### src/hw/rtl/pal_pkg.sv
`timescale 1ns / 1ps
`default_nettype none

package pal_pkg;

	localparam int DATA_W        = 32;
	localparam int POS_W         = 8;
	localparam int FUNC_W        = 2;
	localparam int STATUS_W      = 2;
	localparam int LEN_W         = 7;
	localparam int CAP_W         = 7;
	localparam int DEPTH_DEFAULT = 64;
	localparam int GROUP_N       = 8;
	localparam logic [CAP_W-1:0] CAP_RESET = 7'd64;

	typedef enum logic [FUNC_W-1:0] {
		FUNC_INSERT = 2'd0,
		FUNC_GET    = 2'd1,
		FUNC_DELETE = 2'd2,
		FUNC_CLEAR  = 2'd3
	} func_t;

	typedef enum logic [STATUS_W-1:0] {
		ST_OK      = 2'd0,
		ST_BAD_POS = 2'd1,
		ST_FULL    = 2'd2
	} status_t;

	typedef enum logic [1:0] {
		S_IDLE,
		S_EXEC,
		S_REDUCE
	} state_t;

	// per-cycle command broadcast to every cell of the row
	typedef struct packed {
		logic ins;
		logic del;
	} cell_ctl_t;

endpackage

`default_nettype wire

### src/hw/rtl/pal_cell.sv
`timescale 1ns / 1ps
`default_nettype none

module pal_cell
	import pal_pkg::*;
#(
	parameter int IDX = 0,
	parameter int IW  = 6
) (
	input  wire  logic              clk,
	input  wire  cell_ctl_t         ctl,
	input  wire  logic [IW-1:0]     cell_pos,
	input  wire  logic [DATA_W-1:0] value,
	input  wire  logic [DATA_W-1:0] left,
	input  wire  logic [DATA_W-1:0] right,
	output logic [DATA_W-1:0]       data,
	output logic [DATA_W-1:0]       hit_data
);

	localparam logic [IW-1:0] MY_IDX = IW'(IDX);

	logic [DATA_W-1:0] data_q;
	logic              at_pos;
	logic              above_pos;

	assign at_pos    = (cell_pos == MY_IDX);
	assign above_pos = (MY_IDX > cell_pos);

	// insert: take the new value at the position, take the lower neighbor above it
	// delete: take the upper neighbor from the position on
	always_ff @(posedge clk) begin
		if (ctl.ins) begin
			if (at_pos) begin
				data_q <= value;
			end else if (above_pos) begin
				data_q <= left;
			end
		end else if (ctl.del) begin
			if (at_pos || above_pos) begin
				data_q <= right;
			end
		end
	end

	assign data     = data_q;
	assign hit_data = at_pos ? data_q : '0;

endmodule

`default_nettype wire

### config.mk
export PLATFORM = sky130hd
export DESIGN_NAME = pal_cell
export DESIGN_NICKNAME = d
export VERILOG_FILES = /design/src/hw/rtl/pal_pkg.sv /design/src/hw/rtl/pal_cell.sv
export SDC_FILE = /design/constraint.sdc
export NUM_CORES = 1
export LEC_CHECK = 0
export BUFFER_PORTS_ARGS = -buffer_cell sky130_fd_sc_hd__buf_2
export CAP_MARGIN = 30
export CORE_AREA = 5 5 79 81
export CTS_CLUSTER_DIAMETER = 150
export CTS_CLUSTER_SIZE = 25
export DETAILED_ROUTE_END_ITERATION = 6
export DIE_AREA = 0 0 84 86
export PLACE_DENSITY = 0.79
export SLEW_MARGIN = 10
export SYNTH_ARGS = -nofsm -noshare
export SYNTH_HDL_FRONTEND = slang
export SYNTH_SLANG_ARGS = --single-unit
### constraint.sdc
create_clock -name clk -period 5.8 [get_ports clk]
set_clock_uncertainty 0.2 [all_clocks]
set_input_delay 1.16 -clock clk [delete_from_list [all_inputs] [get_ports clk]]
set_output_delay 1.16 -clock clk [all_outputs]
set_load 0.02 [all_outputs]
==> run_results.csv, run 1 <==
group,metric,value,unit
status,outcome,"complete, no violations",
synthesis,avgSynthCellArea,9.218,um2
power,leakagePower,1.470,nW
synthesis,netlist_area,2056,um2
setup_path,slowest_delay,420,ps
synthesis,synthDistinctLibCells,21,
cells_and_area,nNetsFinal,485,
sta,tns,0,ps
power,powerDensity,185.5,nW/um2
synthesis,async_flop_share,0,%
setup_path,critPathLaunchType,"input pin",
grt,use_met1,21.44,%
sta,max_freq,0.2735,GHz
floorplan,die_area,7224,um2
synthesis,synth_area_leaders,"edfxtp_1, a31oi_1, and3_1",
setup_path,crit_family,"simple AND/OR/NAND/NOR gates",
floorplan,num_rows,27,
synthesis,yosysTopAreaCellShare,46.74,%
power,finalPower,0.5555,mW
clock_tree,cts_tree,"done",
clock_tree,holdBufCountCts,0,
floorplan,die_y,86,um
cells_and_area,area_growth,45.71,%
synthesis,synth.largest_area_cell,"edfxtp_1",
sta,hold_violations,0,
synthesis,ys_seq_area_share,46.74,%
synthesis,synthCells,223,
sta,fin_crit,3656,ps
detailed_routing,vias,2311,
detailed_routing,routed_wl,6.950,mm
clock_tree,cts_made_buffers,5,
detailed_routing,drc,0,
grt,grt_max_degree,66,
grt,grt_use_total,18.15,%
grt,grtUsageMet2,33.19,%
setup_path,critPathKind,"input pin to primary output",
synthesis,synthMostInstantiatedCell,"nor2_1",
detailed_routing,firstDrtPassIters,4,
synthesis,syn_nets,328,
floorplan,core-area,5405,um2
placed_design,place.gp.congestion,0.8409,
grt,grt_util_met3,3.842,%
run,cap_violations,0,
placed_design,dp_hpwl,5.087,mm
floorplan,die_w,84,um
grt,grt_pass1_wl,10.70,mm
grt,antenna_found_initial,0,
synthesis,synth_enable_flop_cells,32,
detailed_routing,viasPerCell,5.102,
synthesis,synthTopCellsByCount,"nor2_1, a31oi_1, and3_1, edfxtp_1, nand3_1",
setup_path,critical_path.slowest_cell,"nor2_4",
grt,grt_pass1_vias,2259,
sta,setup_viol,0,
clock_tree,cts_setup_buffers,0,
sta,post-route-period-util,63.04,%
synthesis,ys.warnings.count,0,
floorplan,io_pins,169,
cells_and_area,largest_register_ffs,32,
setup_path,cp_num_buf_inv,3,
cells_and_area,insertedDiodeCount,0,
hold_path,hp-class,"input pin to register",
sta,slew_headroom,58.66,%
grt,grt.overflow.total,0,
detailed_routing,antenna_left,0,
cells_and_area,drive_above_1_share,48.82,%
setup_path,crit_top_cell,"buf_2",
clock_tree,ctsResizeCount,0,
sta,maxSlewViolCount,0,
sta,tightest_slew,620.1,ps
setup_path,end_kind,"primary output",
power,ir_drop,0.1291,mV
detailed_routing,first_iter_violations,140,
clock_tree,clk_pin_slew,70,ps
setup_path,cp.arrival,2300,ps
synthesis,ys_ff_latch,32,
setup_path,crit_path_max_fanout,35,
cells_and_area,fillers,517,
clock_tree,cts_sinks,32,
clock_tree,cts-root-buf,"clkbuf_8",
floorplan,initial_core_util,38.03,%
setup_path,critPathRequiredTime,4440,ps
clock_tree,cts_buffer_depth,2,
setup_path,cp_cell_sequence,"buf_2 -> nor2_4 -> buf_16 -> and3_1 -> buf_2",
sta,rsz0062_at_grt,"no",
synthesis,synth_flop_cell,"edfxtp_1",
grt,grt.busiest_layer,"met2",
placed_design,portBuffers,168,
detailed_routing,post_drt_wl_per_cell,15.34,um
clock_tree,htree_levels,2,
[path summary, 6_finish.rpt]
path / slack (ps) / endpoint / from / depth (start not counted)
hold / removal: 1030 / data[6] / right[6] / 3
setup / recovery: 2140 / hit_data[8] / cell_pos[1] / 5
[cell usage in the layout (no fill, tap or decap)]
master / instances
or4_4: 1
clkinv_1: 2
nor2_4: 1
a31oi_1: 32
nor4_4: 1
or2_2: 1
nor3_2: 1
buf_2: 168
o21ai_1: 13
nor2_1: 33
o21ai_0: 19
bufinv_16: 1
and3_1: 32
clkbuf_8: 5
buf_4: 5
edfxtp_1: 32
buf_16: 2
nand3_1: 32
[kinds of logic after synthesis]
group	Yosys count	share of synthesized area (%)
AND/OR/NAND/NOR	102	25.87
AO/OA/AOI/OAI	64	17.53
flip-flops	32	46.74
buffers and inverters	25	9.859
[final cells by class]
| class | instances | area [um2] | area share [%] |
|---|---|---|---|
| Sequential cell | 32 | 960.9 | 32.08 |
| Timing Repair Buffer | 175 | 933.4 | 31.16 |
| Multi-Input combinational cell | 166 | 904.6 | 30.20 |
| Tap cell | 72 | 90.09 | 3.008 |
| Clock buffer | 5 | 68.82 | 2.297 |
| Clock inverter | 3 | 37.54 | 1.253 |
[where the power goes]
| part | internal (mW) | total (mW) | switching (mW) |
|---|---|---|---|
| clock | 0.125 | 0.201 | 0.0765 |
| sequential | 0.259 | 0.260 | 0.00100 |
| combinational | 0.0450 | 0.0942 | 0.0493 |
[per-stage QoR]
stage	setup slack [ps]	utilization, %	area (um2)	std cells	hold slack, ps
CTS	1858	54.40	2940	451	1022
global route	2054	55.42	2995	453	1019
floorplan	1028	-	2056	223	1209
detailed placement	1862	52.43	2834	443	1315
global placement	1926	52.43	2834	443	1306
finish	2144	55.42	2995	453	1026
[per-layer routing]
layer / share of wire (%) / wire (um)
met5: 0 / 0
met4: 1.1 / 76
met3: 7.2 / 502
met2: 52 / 3640
met1: 39 / 2731
Note: power is estimated with default switching activity, not from simulation.
==> run 2, diff against run 1 <==
Clock period 5.8 ns to 3.6 ns, I/O delays scaled along.
==> run 2 against run 1 <==
  * Worst setup slack got worse by 1300 ps
  * Global-route usage decreased by 0.87 points
  * Clock power increased by 64%
  * Die area unchanged
  * Largest cell class unchanged
  * Non-clock buffer count decreased by 1
  * Core utilization decreased by 0.51 points
  * Cell area decreased by 0.92%
  * Combinational power increased by 55%
  * Critical path type unchanged
  * Via count increased by 3.2%
  * Sequential power increased by 61%
  * Critical path depth unchanged
==> run_results.csv, run 2 (synthesized netlist as in run 1, its figures left out) <==
group,metric,value,unit
detailed_routing,post_drt_wl_per_cell,14.91,um
hold_path,hp-class,"input pin to register",
grt,antenna_found_initial,0,
cells_and_area,multi_input_area,910.9,um2
clock_tree,cts_setup_buffers,0,
floorplan,initial_core_util,38.03,%
cells_and_area,insertedDiodeCount,0,
grt,grt_max_degree,65,
clock_tree,htree_levels,2,
cells_and_area,final-seq-area,960.9,um2
setup_path,cp_cell_sequence,"buf_2 -> nor4_4 -> buf_12 -> and3_1 -> buf_2",
grt,grt_pass1_vias,2204,
sta,tns,0,ps
sta,maxSlewViolCount,0,
hold_path,min_to,"data[2]",
placed_design,dp_hpwl,5.007,mm
cells_and_area,final_cell_mix,"buf_2, nor2_1",
clock_tree,ctsResizeCount,0,
detailed_routing,firstDrtPassIters,4,
sta,setup_viol,0,
detailed_routing,first_iter_violations,142,
setup_path,end_kind,"primary output",
clock_tree,clk_pin_slew,70,ps
sta,rsz0062_at_grt,"no",
setup_path,crit_path_max_fanout,64,
setup_path,critPathLaunchType,"input pin",
grt,grt.overflow.total,0,
detailed_routing,viasPerCell,5.274,
cells_and_area,drive_above_1_share,48.95,%
cells_and_area,nNetsFinal,484,
setup_path,crit_top_cell,"buf_2",
sta,fin_ws,864.8,ps
cells_and_area,largest_register_ffs,32,
setup_path,critPathRequiredTime,2680,ps
cells_and_area,fin_util,54.91,%
hold_path,min-delay-start,"right[2]",
placed_design,portBuffers,168,
grt,grt_use_total,17.28,%
detailed_routing,routed_wl,6.738,mm
clock_tree,cts_tree,"done",
power,powerDensity,301.4,nW/um2
power,finalPower,0.8946,mW
sta,post-route-period-util,75.98,%
cells_and_area,fillers,525,
floorplan,die_y,86,um
hold_path,whs_path_depth,3,
sta,fin_crit,2735,ps
setup_path,cp.arrival,1820,ps
clock_tree,cts_buffer_depth,2,
placed_design,place.gp.congestion,0.8885,
floorplan,num_rows,27,
detailed_routing,drc,0,
floorplan,core-area,5405,um2
placed_design,place_ws,858.7,ps
detailed_routing,antenna_left,0,
setup_path,critPathKind,"input pin to primary output",
run,cap_violations,0,
setup_path,critical_path.slowest_cell,"nor4_4",
clock_tree,cts_sinks,32,
clock_tree,cts_made_buffers,5,
grt,grt_pass1_wl,10.18,mm
floorplan,io_pins,169,
clock_tree,holdBufCountCts,0,
power,ir_drop,0.2206,mV
clock_tree,cts-root-buf,"clkbuf_8",
setup_path,slowest_delay,320,ps
sta,timing.hold.ws,582.6,ps
power,leakagePower,1.460,nW
floorplan,die_area,7224,um2
sta,max_freq,0.3656,GHz
sta,hold_violations,0,
status,outcome,"complete, no violations",
sta,slew_headroom,58.85,%
cells_and_area,area_growth,44.37,%
floorplan,die_w,84,um
cells_and_area,final_common_cell,"buf_2",
sta,tightest_slew,617.3,ps
detailed_routing,vias,2384,
==> run 2: routing by layer <==
metal / global-route usage [%] / vias up / wire length, um
li1: - / 1157 / -
met1: 18.94 / 1085 / 2452
met2: 31.81 / 126 / 3568
met3: 4.419 / 16 / 554
met4: 7.018 / 0 / 162
met5: 0 / - / 0
==> run 2: worst max-delay path by stage <==
| stage | start | to | slack [ps] | depth (start not counted) |
|---|---|---|---|---|
| 2_1_floorplan | cell_pos[3] | data[0] | 230 | 3 |
| 3_3_place_gp | cell_pos[3] | hit_data[10] | 900 | 5 |
| 3_5_place_dp | cell_pos[3] | hit_data[0] | 860 | 5 |
| 4_1_cts | cell_pos[3] | hit_data[0] | 860 | 5 |
| 5_1_grt | cell_pos[3] | hit_data[0] | 800 | 5 |
| 6_report | cell_pos[3] | hit_data[0] | 860 | 5 |
==> run 2: worst max-delay path: cells and delay by family <==
family / cells / cell delay, ps
buffers and inverters: 3 / 570
AND/OR/NAND/NOR: 2 / 520
==> run 2: cell type report <==
cell class              instances  share of cell area, %
well taps                      72                  3.035
flip-flops and latches         32                  32.38
repair buffers                174                  30.27
clock inverters                 2                  1.180
clock buffers                   6                  2.445
multi-input cells             166                  30.69
==> run 2: where the power goes <==
group	leakage, nW	switching, mW	internal (mW)
Sequential	0.298	0.00155	0.417
Combinational	1.11	0.0779	0.0682
Clock	0.0552	0.125	0.205
==> run 2: metrics by stage <==
stage | cells | area (um2)
after detailed placement | 444 | 2860
after global routing | 452 | 2968
after floorplan | 223 | 2061
final | 452 | 2968
after global placement | 444 | 2860
after CTS | 452 | 2968
